--- src/rtl/iplm_pkg.sv ---
// Shared types, constants and codes for the interrupt priority mask unit.
package iplm_pkg;

    localparam int NUM_VECTORS_DEF = 96;
    localparam int NUM_LEVELS_DEF  = 8;
    localparam int WORD_W          = 32;
    localparam logic [4:0] BIT_SEL = 5'h1f;
    localparam logic [6:0] VEC_SEL = 7'h7f;

    typedef enum logic [1:0] {
        FUNC_UNMASK = 2'd0,
        FUNC_MASK   = 2'd1,
        FUNC_ENTER  = 2'd2,
        FUNC_EXIT   = 2'd3
    } t_func;

    typedef enum logic [2:0] {
        S_IDLE,
        S_DECODE,
        S_READ,
        S_UPDATE,
        S_ROWS,
        S_EMIT,
        S_FLAG
    } t_state;

    typedef struct packed {
        logic load_item;
        logic read_lvl;
        logic set_lim;
        logic row_step;
        logic write_lvl;
        logic clear_lvl;
        logic set_active_enter;
        logic set_active_exit;
        logic emit_word;
        logic emit_flag;
    } t_cmd;

    typedef struct packed {
        t_func func;
        logic  spurious;
        logic  rows_done;
        logic  words_last;
        logic  out_free;
    } t_sts;

endpackage

--- src/rtl/iplm_ctrl.sv ---
// Sequencer for the interrupt priority mask unit.
module iplm_ctrl (
    input  logic          i_clk,
    input  logic          i_rst_n,
    input  logic          i_in_valid,
    output logic          o_in_ready,
    input  iplm_pkg::t_sts i_sts,
    output iplm_pkg::t_cmd o_cmd
);
    import iplm_pkg::*;

    t_state r_state;
    t_state n_state;

    always_ff @(posedge i_clk) begin
        if (!i_rst_n) begin
            r_state <= S_IDLE;
        end else begin
            r_state <= n_state;
        end
    end

    always_comb begin
        n_state = r_state;
        case (r_state)
            S_IDLE: begin
                if (i_in_valid) n_state = S_DECODE;
            end
            S_DECODE: begin
                if (i_sts.spurious) begin
                    n_state = S_FLAG;
                end else begin
                    case (i_sts.func)
                        FUNC_UNMASK: n_state = S_ROWS;
                        FUNC_MASK:   n_state = S_READ;
                        FUNC_ENTER:  n_state = S_READ;
                        default:     n_state = S_UPDATE;
                    endcase
                end
            end
            S_READ:   n_state = S_UPDATE;
            S_UPDATE: begin
                if (i_sts.func == FUNC_MASK) n_state = S_ROWS;
                else n_state = S_EMIT;
            end
            S_ROWS: begin
                if (i_sts.rows_done) n_state = S_EMIT;
            end
            S_EMIT: begin
                if (i_sts.out_free && i_sts.words_last) n_state = S_IDLE;
            end
            S_FLAG: begin
                if (i_sts.out_free) n_state = S_IDLE;
            end
            default: n_state = S_IDLE;
        endcase
    end

    always_comb begin
        o_cmd      = '0;
        o_in_ready = 1'b0;
        case (r_state)
            S_IDLE: begin
                o_in_ready      = 1'b1;
                o_cmd.load_item = i_in_valid;
            end
            S_READ: o_cmd.read_lvl = 1'b1;
            S_UPDATE: begin
                case (i_sts.func)
                    FUNC_MASK:  o_cmd.set_lim          = 1'b1;
                    FUNC_ENTER: o_cmd.set_active_enter = 1'b1;
                    FUNC_EXIT:  o_cmd.set_active_exit  = 1'b1;
                    default:    o_cmd.set_lim          = 1'b0;
                endcase
            end
            S_ROWS: begin
                if (!i_sts.rows_done) begin
                    o_cmd.row_step = 1'b1;
                end else if (i_sts.func == FUNC_UNMASK) begin
                    o_cmd.write_lvl = 1'b1;
                end else begin
                    o_cmd.clear_lvl = 1'b1;
                end
            end
            S_EMIT: o_cmd.emit_word = i_sts.out_free;
            S_FLAG: o_cmd.emit_flag = i_sts.out_free;
            default: o_in_ready = 1'b0;
        endcase
    end

endmodule

--- src/rtl/iplm_dp.sv ---
// Datapath: level memory, enable word table, current level and result register.
module iplm_dp #(
    parameter int NUM_VECTORS = iplm_pkg::NUM_VECTORS_DEF,
    parameter int NUM_LEVELS  = iplm_pkg::NUM_LEVELS_DEF
) (
    input  logic                        i_clk,
    input  logic                        i_rst_n,
    input  logic [1:0]                  i_func,
    input  logic [6:0]                  i_vector,
    input  logic [2:0]                  i_level,
    input  iplm_pkg::t_cmd              i_cmd,
    output iplm_pkg::t_sts              o_sts,
    input  logic                        i_out_ready,
    output logic                        o_out_valid,
    output logic [1:0]                  o_word_index,
    output logic [iplm_pkg::WORD_W-1:0] o_mask_word,
    output logic                        o_last,
    output logic                        o_ignored,
    output logic [2:0]                  o_previous_level,
    output logic [2:0]                  o_current_level,
    output logic [6:0]                  o_served_vector
);
    import iplm_pkg::*;

    localparam int NUM_WORDS = (NUM_VECTORS + 31) / 32;
    localparam int WIDX_W    = (NUM_WORDS > 1) ? $clog2(NUM_WORDS) : 1;
    localparam int LIDX_W    = $clog2(NUM_LEVELS);
    localparam int VIDX_W    = $clog2(NUM_VECTORS);

    // latched item
    t_func        r_func;
    logic [6:0]   r_vec;
    logic [2:0]   r_level;
    logic [2:0]   r_prev;
    logic [2:0]   r_active;
    logic [2:0]   r_lim;
    logic [2:0]   r_idx;
    logic [WIDX_W-1:0] r_wcnt;

    // per-vector level store
    logic [2:0]             r_vlvl_mem [NUM_VECTORS];
    logic [NUM_VECTORS-1:0] r_vlvl_vld;
    logic [2:0]             r_rd;
    logic                   r_rd_vld;

    logic [WORD_W-1:0] r_rows [NUM_LEVELS][NUM_WORDS];

    logic                r_out_valid;
    logic [1:0]          r_out_index;
    logic [WORD_W-1:0]   r_out_word;
    logic                r_out_last;
    logic                r_out_ignored;
    logic [2:0]          r_out_prev;
    logic [2:0]          r_out_cur;
    logic [6:0]          r_out_vec;

    logic [VIDX_W-1:0]   vaddr;
    logic [WIDX_W-1:0]   widx;
    logic [WORD_W-1:0]   bit_sel;
    logic [2:0]          lvl_rd;
    logic [2:0]          lvl_clamped;
    logic [2:0]          lvl_sat;
    logic [LIDX_W-1:0]   row_lvl;
    logic [WIDX_W-1:0]   row_word;
    logic [WORD_W-1:0]   row_rd;
    logic                out_free;

    assign vaddr   = r_vec[VIDX_W-1:0];
    assign widx    = r_vec[5 +: WIDX_W];
    assign bit_sel = WORD_W'(1) << (r_vec[4:0] & BIT_SEL);
    assign lvl_rd  = r_rd_vld ? r_rd : 3'd0;

    assign lvl_clamped = ({1'b0, r_level} >= 4'(NUM_LEVELS)) ? 3'(NUM_LEVELS - 1) : r_level;
    assign lvl_sat     = ({1'b0, lvl_rd} >= 4'(NUM_LEVELS)) ? 3'(NUM_LEVELS - 1) : lvl_rd;

    // one table read port: row walk or word emit
    assign row_lvl  = i_cmd.row_step ? r_idx[LIDX_W-1:0] : r_active[LIDX_W-1:0];
    assign row_word = i_cmd.row_step ? widx : r_wcnt;
    assign row_rd   = r_rows[row_lvl][row_word];

    assign out_free = !r_out_valid || i_out_ready;

    always_comb begin
        o_sts            = '0;
        o_sts.func       = r_func;
        o_sts.spurious   = (r_func != FUNC_EXIT) && ({1'b0, r_vec} >= 8'(NUM_VECTORS));
        o_sts.rows_done  = (r_idx == r_lim);
        o_sts.words_last = (r_wcnt == WIDX_W'(NUM_WORDS - 1));
        o_sts.out_free   = out_free;
    end

    always_ff @(posedge i_clk) begin
        if (i_cmd.load_item) begin
            r_func  <= t_func'(i_func);
            r_vec   <= i_vector & VEC_SEL;
            r_level <= i_level;
            r_prev  <= r_active;
        end
    end

    always_ff @(posedge i_clk) begin
        if (!i_rst_n) begin
            r_lim  <= '0;
            r_idx  <= '0;
            r_wcnt <= '0;
        end else begin
            if (i_cmd.load_item) begin
                r_idx  <= '0;
                r_wcnt <= '0;
                // unmask walks the rows below the requested level
                r_lim  <= ({1'b0, i_level} >= 4'(NUM_LEVELS)) ? 3'(NUM_LEVELS - 1) : i_level;
            end
            if (i_cmd.set_lim) r_lim <= lvl_sat;
            if (i_cmd.row_step) r_idx <= r_idx + 3'd1;
            if (i_cmd.emit_word) begin
                r_wcnt <= o_sts.words_last ? '0 : r_wcnt + WIDX_W'(1);
            end
        end
    end

    always_ff @(posedge i_clk) begin
        if (!i_rst_n) begin
            r_active <= '0;
        end else if (i_cmd.set_active_enter) begin
            if (lvl_rd > r_active) r_active <= lvl_rd;
        end else if (i_cmd.set_active_exit) begin
            r_active <= lvl_clamped;
        end
    end

    always_ff @(posedge i_clk) begin
        if (i_cmd.write_lvl) r_vlvl_mem[vaddr] <= r_lim;
        if (i_cmd.read_lvl) r_rd <= r_vlvl_mem[vaddr];
    end

    always_ff @(posedge i_clk) begin
        if (!i_rst_n) begin
            r_vlvl_vld <= '0;
            r_rd_vld   <= 1'b0;
        end else begin
            if (i_cmd.write_lvl) r_vlvl_vld[vaddr] <= 1'b1;
            if (i_cmd.clear_lvl) r_vlvl_vld[vaddr] <= 1'b0;
            if (i_cmd.read_lvl) r_rd_vld <= r_vlvl_vld[vaddr];
        end
    end

    always_ff @(posedge i_clk) begin
        if (!i_rst_n) begin
            for (int l = 0; l < NUM_LEVELS; l++) begin
                for (int w = 0; w < NUM_WORDS; w++) begin
                    r_rows[l][w] <= '0;
                end
            end
        end else if (i_cmd.row_step) begin
            if (r_func == FUNC_UNMASK) r_rows[row_lvl][row_word] <= row_rd | bit_sel;
            else r_rows[row_lvl][row_word] <= row_rd & ~bit_sel;
        end
    end

    always_ff @(posedge i_clk) begin
        if (!i_rst_n) begin
            r_out_valid <= 1'b0;
        end else if (i_cmd.emit_word || i_cmd.emit_flag) begin
            r_out_valid <= 1'b1;
        end else if (i_out_ready) begin
            r_out_valid <= 1'b0;
        end
    end

    always_ff @(posedge i_clk) begin
        if (i_cmd.emit_word) begin
            r_out_index   <= 2'(r_wcnt);
            r_out_word    <= ~row_rd;
            r_out_last    <= o_sts.words_last;
            r_out_ignored <= 1'b0;
            r_out_prev    <= r_prev;
            r_out_cur     <= r_active;
            r_out_vec     <= r_vec;
        end else if (i_cmd.emit_flag) begin
            r_out_index   <= '0;
            r_out_word    <= '0;
            r_out_last    <= 1'b1;
            r_out_ignored <= 1'b1;
            r_out_prev    <= r_active;
            r_out_cur     <= r_active;
            r_out_vec     <= r_vec;
        end
    end

    assign o_out_valid      = r_out_valid;
    assign o_word_index     = r_out_index;
    assign o_mask_word      = r_out_word;
    assign o_last           = r_out_last;
    assign o_ignored        = r_out_ignored;
    assign o_previous_level = r_out_prev;
    assign o_current_level  = r_out_cur;
    assign o_served_vector  = r_out_vec;

    a_flag_single: assert property (@(posedge i_clk) disable iff (!i_rst_n)
        r_out_valid && r_out_ignored |-> r_out_last && (r_out_word == '0))
        else $error("flagged item not a single zero word");

    a_idx_bound: assert property (@(posedge i_clk) disable iff (!i_rst_n)
        i_cmd.row_step |-> (r_idx < r_lim))
        else $error("row walk past its level limit");

    a_active_range: assert property (@(posedge i_clk) disable iff (!i_rst_n)
        {1'b0, r_active} < 4'(NUM_LEVELS))
        else $error("current level out of range");

    a_emit_free: assert property (@(posedge i_clk) disable iff (!i_rst_n)
        (i_cmd.emit_word || i_cmd.emit_flag) |-> out_free)
        else $error("result register overwritten");

endmodule

--- src/rtl/interrupt_priority_mask_unit.sv ---
// Top level of the interrupt priority mask unit: sequencer plus datapath.
//
//  channel | direction | handshake                    | payload
//  in      | input     | i_in_valid / o_in_ready      | i_func, i_vector, i_level
//  out     | output    | o_out_valid / i_out_ready    | o_word_index, o_mask_word, o_last,
//          |           |                              | o_ignored, o_previous_level,
//          |           |                              | o_current_level, o_served_vector
//
// One item at a time. Unmask walks the enable table rows below its level; mask reads the
// vector's level and walks the rows below it; enter raises and exit sets the current level.
// Then the mask words go out. One enable table row is updated per cycle, one mask word sent
// per cycle while the output is not stalled. Spurious items (vector out of range, not exit)
// give a flagged result. The level memory has one read port with registered data.
// Reset is synchronous; state is usable the cycle after reset, with no clearing pass.
// A stalled output holds the result register; the next item is taken once the last
// result of the current one sits in that register.
module interrupt_priority_mask_unit #(
    parameter int NUM_VECTORS = iplm_pkg::NUM_VECTORS_DEF,
    parameter int NUM_LEVELS  = iplm_pkg::NUM_LEVELS_DEF
) (
    input  logic                        i_clk,
    input  logic                        i_rst_n,
    input  logic                        i_in_valid,
    output logic                        o_in_ready,
    input  logic [1:0]                  i_func,
    input  logic [6:0]                  i_vector,
    input  logic [2:0]                  i_level,
    output logic                        o_out_valid,
    input  logic                        i_out_ready,
    output logic [1:0]                  o_word_index,
    output logic [iplm_pkg::WORD_W-1:0] o_mask_word,
    output logic                        o_last,
    output logic                        o_ignored,
    output logic [2:0]                  o_previous_level,
    output logic [2:0]                  o_current_level,
    output logic [6:0]                  o_served_vector
);
    import iplm_pkg::*;

    t_cmd cmd;
    t_sts sts;

    iplm_ctrl u_ctrl (
        .i_clk      (i_clk),
        .i_rst_n    (i_rst_n),
        .i_in_valid (i_in_valid),
        .o_in_ready (o_in_ready),
        .i_sts      (sts),
        .o_cmd      (cmd)
    );

    iplm_dp #(
        .NUM_VECTORS (NUM_VECTORS),
        .NUM_LEVELS  (NUM_LEVELS)
    ) u_dp (
        .i_clk            (i_clk),
        .i_rst_n          (i_rst_n),
        .i_func           (i_func),
        .i_vector         (i_vector),
        .i_level          (i_level),
        .i_cmd            (cmd),
        .o_sts            (sts),
        .i_out_ready      (i_out_ready),
        .o_out_valid      (o_out_valid),
        .o_word_index     (o_word_index),
        .o_mask_word      (o_mask_word),
        .o_last           (o_last),
        .o_ignored        (o_ignored),
        .o_previous_level (o_previous_level),
        .o_current_level  (o_current_level),
        .o_served_vector  (o_served_vector)
    );

endmodule
--- config.mk ---
export PLATFORM = sky130hd
export DESIGN_NAME = interrupt_priority_mask_unit
export DESIGN_NICKNAME = d
export VERILOG_FILES = /design/src/rtl/iplm_pkg.sv /design/src/rtl/iplm_ctrl.sv /design/src/rtl/iplm_dp.sv /design/src/rtl/interrupt_priority_mask_unit.sv
export SDC_FILE = /design/constraint.sdc
export NUM_CORES = 2
export LEC_CHECK = 0
export ABC_AREA = 1
export BUFFER_PORTS_ARGS = -buffer_cell sky130_fd_sc_hd__buf_2
export CAP_MARGIN = 20
export CORE_MARGIN = 10
export CORE_UTILIZATION = 45
export CTS_CLUSTER_DIAMETER = 80
export DETAILED_ROUTE_END_ITERATION = 7
export HOLD_SLACK_MARGIN = 0.05
export SYNTH_ARGS = -nofsm -noshare
export SYNTH_HDL_FRONTEND = slang
export SYNTH_HIERARCHICAL = 1
export SYNTH_SLANG_ARGS = --single-unit
--- constraint.sdc ---
create_clock -name i_clk -period 5.8 [get_ports i_clk]
set_input_delay 1.16 -clock i_clk [delete_from_list [all_inputs] [get_ports i_clk]]
set_output_delay 1.16 -clock i_clk [all_outputs]
set_load 0.01 [all_outputs]
Word level (Yosys, flattened, before mapping)
Memories as Yosys holds them, arrays and structs flattened. A register that Yosys moved wholly into a read port is not among the register bits.
Index checks and enable logic that the tools add are counted.
- add/subtract/negate cells: 2
- multipliers: 0
- divide/modulo/power cells: 0
- magnitude comparators: 6
- eq/ne operators: 17
- shift operators: 1
- muxes and demuxes: 169
- bitwise logic cells: 104
- reduce and logical (&&, ||, !) cells: 19
- operators by type and width (kind ; count):
    $mux 96 ; 7
    $mux 32 ; 5
    $mux 1 ; 122
    $and 96x96->96 ; 1
    $not 96->96 ; 1
    $or 1x1->1 ; 96
    $or 96x96->96 ; 1
    $reduce_or 96->1 ; 1
    $bmux 32 s2 ; 1
    $demux 32 s2 ; 1
    $not 32->32 ; 2
    $mux 3 ; 19
    $and 32x32->32 ; 1
    $or 32x32->32 ; 1
    $shl 1x5->32 const A ; 1
    $pmux 3 s7 ; 1
    $mux 2 ; 8
    $mux 7 ; 2
    $reduce_bool 2->1 ; 6
    $eq 3x3->1 const B ; 3
    $lt 7x8->1 const B ; 1
    $ne 2x1->1 const B ; 4
    $bmux 1 s7 ; 1
    $demux 1 s7 ; 1
    23 further kinds ; 31
- register bits after elaboration: 176
- bits in latches: 0
- bits in writable memories: 1056
- memory bits (read-only): 0
- bits of input ports: 16
- output and inout bits: 51
- word-level logic and storage cells: 339
- memories kept: 2
- memory list (name ; words ; bits a word ; read ports ; clocked after memory_dff ; wr ports ; RTL line ; text):
    u_dp.r_rows ; 8 ; 96 ; 1 ; 0 ; 8 ; iplm_dp.sv:46 ; logic [WORD_W-1:0] r_rows [NUM_LEVELS][NUM_WORDS];
    u_dp.r_vlvl_mem ; 96 ; 3 ; 1 ; 1 ; 1 ; iplm_dp.sv:41 ; logic [2:0] r_vlvl_mem [NUM_VECTORS];

Logic depth before layout (Yosys ltp)
- depth after elaboration: 14
- mapped depth: 21
- depth with buffers taken out: 17

By module
The synthesis kept the hierarchy.
- modules (own cells, without submodules) (module ; instances ; cells each ; area each (um2) ; sequential area each (um2)):
    iplm_dp ; 1 ; 5854 ; 56523.0 ; 35894.4
    iplm_ctrl ; 1 ; 68 ; 399.1 ; 60.1

Least setup slack after synthesis
Ideal clock, no wire load.
- kind: reg-to-reg
- from: register u_dp.r_lim[1]
- to: memory u_dp/r_rows[1][0] in the netlist's numbering (enable)
- library setup time: 0.389 ns
- data arrival time: 4.204 ns
- setup slack: 1.207 ns
- cell stages (with the launch flop): 16
- buffers on the path: 5
- cell sequence: dfxtp_1 > xor2_1 > nor3_1 > inv_1 > nand3_2 > inv_1 > buf_4 > buf_6 > nand2_1 > o21ai_2 > buf_4 > buf_2 > nor3_1 > nand2_1 > clkbuf_1 > nand2_1
- RTL lines (what ; RTL line ; text):
    start, declared ; iplm_dp.sv:36 ; logic [2:0] r_lim;
    start signal, assigned ; iplm_dp.sv:111 ; r_lim <= ({1'b0, i_level} >= 4'(NUM_LEVELS)) ? 3'(NUM_LEVELS - 1) : i_level;
    start signal, assigned ; iplm_dp.sv:113 ; if (i_cmd.set_lim) r_lim <= lvl_sat;
    end, declared ; iplm_dp.sv:46 ;

==> results.py <==
metrics = {
    "sta": {
        "clock-skew-final_ns": 0.0375,
        "period_minus_slack_ns": 4.64,
        "max_freq_mhz": 216,
        "setup_violations": 0,
        "hold_violations": 0,
        "drv_slew": 0,
        "tns_ns": 0,
        "rsz0062_at_grt": "no",
        "tightestPinTransition_ns": 1.13,
        "min_period_over_period_pct": 80.0,
        "slew_headroom_pct": 24.6,
    },
    "finish": {
        "final_cell_mix": "nand2_1, edfxtp_1, a21oi_1, nand3_1, inv_1",
        "syn_to_final_growth_pct": 11.6,
        "fin_nets": 5869,
        "multi_input_area_sq_um": 17900,
        "regArea_sq_um": 36000,
        "final_common_cell": "nand2_1",
        "drive_above_1_share_pct": 9.69,
        "final_core_util_pct": 50.6,
        "fill_cells": 11277,
    },
    "grt": {
        "grt_usage_pct": 27.3,
        "overflow": 0,
        "grt_pass1_vias": 43145,
        "grt_first_pass_wirelength_um": 289000,
        "antenna_found_initial": 1,
        "grt_start_max_net_pins": 98,
    },
    "critical_path": {
        "critPathLaunchType": "register",
        "path_class": "reg2reg",
        "required_ns": 6.40,
        "path_max_fanout": 38,
        "crit_path_end_kind": "register",
        "arrival_ns": 5.24,
    },
    "route": {
        "ant_nets": 0,
        "drc": 4,
        "wl_per_cell_um": 26.0,
        "first_pass_iters": 8,
        "vias_per_cell": 6.04,
        "drt_wl_total_um": 198000,
        "drtIter0Drc": 5962,
        "vias": 45987,
    },
    "pwr": {
        "leakagePower_nw": 23.6,
        "comb_power_share_pct": 11.2,
        "p_int_mw": 15.3,
        "p_switching_mw": 5.59,
        "power_frac_seq_pct": 48.1,
        "fin_total_pwr_mw": 20.9,
        "clkPwrFrac_pct": 40.8,
        "peakVddDrop_uv": 317,
        "p_per_area_nw_per_um2": 329,
        "power_switching_share_pct": 26.7,
    },
    "yosys": {
        "synth_cell_types": 42,
        "async_flop_share_pct": 0,
        "yosys_warnings": 6,
        "synth_edf_count": 1122,
        "ys_ff_latch": 1235,
        "synth_area_per_cell_sq_um": 9.61,
        "ys_seq_area_share_pct": 63.2,
        "synth_nets": 5942,
        "syn-instance-count": 5922,
        "netlist_area_sq_um": 56900,
        "yosys_most_used_dff": "edfxtp_1",
    },
    "min_path": {
        "hold_path.class": "reg2reg",
    },
    "status": {
        "status": "finished with violations",
        "violations": "DRC",
    },
    "placed_design": {
        "io_buffers": 66,
        "dp_hpwl_um": 109000,
        "place.gp.congestion": 0.832,
    },
    "flow_run": {
        "cap_violations": 0,
    },
    "floorplan": {
        "coreArea_sq_um": 126000,
        "rows": 130,
        "ios": 67,
        "dieWidth_um": 376,
        "die_h_um": 376,
        "dieArea_sq_um": 141000,
        "start_util_pct": 45.3,
    },
    "clocking": {
        "clkSinkCount": 1235,
        "post_cts_buffers": 0,
        "clock-root-buffer": "clkbuf_16",
        "cts_inserted_buffers": 138,
        "clk_latency_ns": 0.79,
        "cts_hold_buf": 0,
        "cts.htree.levels": 4,
        "cts_tree": "yes",
        "clockBufferDepth": 3,
        "cts_resized": 0,
        "clkTransAtPathRegs_ns": 0.06,
    },
}
[layer usage]
layer / track usage [%] / routed length (um)
met1: 36.6 / 77200
met2: 42.0 / 87800
met3: 5.82 / 22900
met4: 13.0 / 10300
met5: 0 / 0
[power by group through the flow]
stage | registers [mW] | clock network, mW | logic (mW)
floorplan | 10.2 | 0 | 1.39
finish | 10.1 | 8.53 | 2.34
global placement | 10.2 | 0 | 2.26
global route | 10.1 | 8.95 | 2.49
CTS | 10.1 | 8.62 | 2.27
detailed placement | 10.2 | 0 | 2.26
[metrics by stage]
step                hold WS (ns)  cell area [sq um]  cells  worst slack [ns]
detailed placement         0.443              59100   7356              1.30
global route               0.467              63500   7615             0.957
floorplan                  0.421              56900   5922              1.21
finish                     0.458              63500   7616              1.16
global placement           0.447              59100   7356              1.20
CTS                        0.456              63400   7612              1.26
[registers in the layout (all words and copies together) (netlist names), 3 cells and up]
register / flops
u_dp/r_rows: 768
u_dp/r_vlvl_mem: 288
u_dp/r_vlvl_vld: 96
u_dp/o_mask_word: 32
u_dp/o_served_vector: 7
u_dp/r_vec: 7
u_ctrl/r_state: 3
u_dp/lvl_clamped: 3
u_dp/o_current_level: 3
u_dp/o_previous_level: 3
u_dp/r_active: 3
u_dp/r_idx: 3
u_dp/r_lim: 3
u_dp/r_prev: 3
u_dp/r_rd: 3
[area by class of cell]
| type | instances | share of cell area (%) |
|---|---|---|
| Clock buffer | 182 | 5.81 |
| Clock inverter | 74 | 1.07 |
| Multi-Input combinational cell | 3907 | 28.2 |
| Antenna cell | 1 | 0.00394 |
| Timing Repair Buffer | 210 | 2.89 |
| Tap cell | 1650 | 3.25 |
| Inverter | 357 | 2.12 |
| Sequential cell | 1235 | 56.6 |
[cell families after synthesis]
kind of cell,synth area share [%]
compound gates,9.80
xor+xnor,0.0462
fa+ha+maj,0.0879
buf+inv,5.70
flops,63.2
simple gates,21.2
[worst paths after layout]
kind / startpoint / endpoint / slack, ns / cells after the start
worst max-delay path: u_dp/r_idx[1] / u_dp/r_rows[2][48] / 1.16 / 13
worst min-delay path: u_dp/r_active[1] / u_dp/o_current_level[1] / 0.46 / 0
worst max register to register: u_dp/r_idx[1] / u_dp/r_rows[2][48] / 1.16 / 13
worst min register to register: u_dp/r_active[1] / u_dp/o_current_level[1] / 0.46 / 0
[Yosys cell counts, types with 33 or more instances]
master / number / share of area [%]
dfxtp_1: 113 / 4.0
o21ai_0: 41 / 0.36
a22oi_1: 55 / 0.73
nand4_1: 50 / 0.55
clkbuf_1: 189 / 1.2
a21oi_1: 828 / 7.3
buf_2: 201 / 1.8
nand3_1: 607 / 5.3
inv_1: 295 / 1.9
edfxtp_1: 1122 / 59
nand2_1: 1834 / 12
o22ai_1: 79 / 0.87
nor2_1: 247 / 1.6
inv_2: 56 / 0.37
nand3b_1: 33 / 0.44
nand3_2: 33 / 0.58
[critical path, stage by stage (launching register included)]
cell and delay, ns:
dfxtp_1 0.46, xor2_1 0.11, nor3_1 0.31, inv_1 0.12, nand3_2 0.10, inv_1 0.29, o21ai_4 0.78, inv_4 0.47
buf_4 0.40, nand2_1 0.12, nand3_1 0.16, nand2_1 0.18, nand3_2 0.54, a21oi_1 0.34
Note: power is estimated with default switching activity, not from simulation.
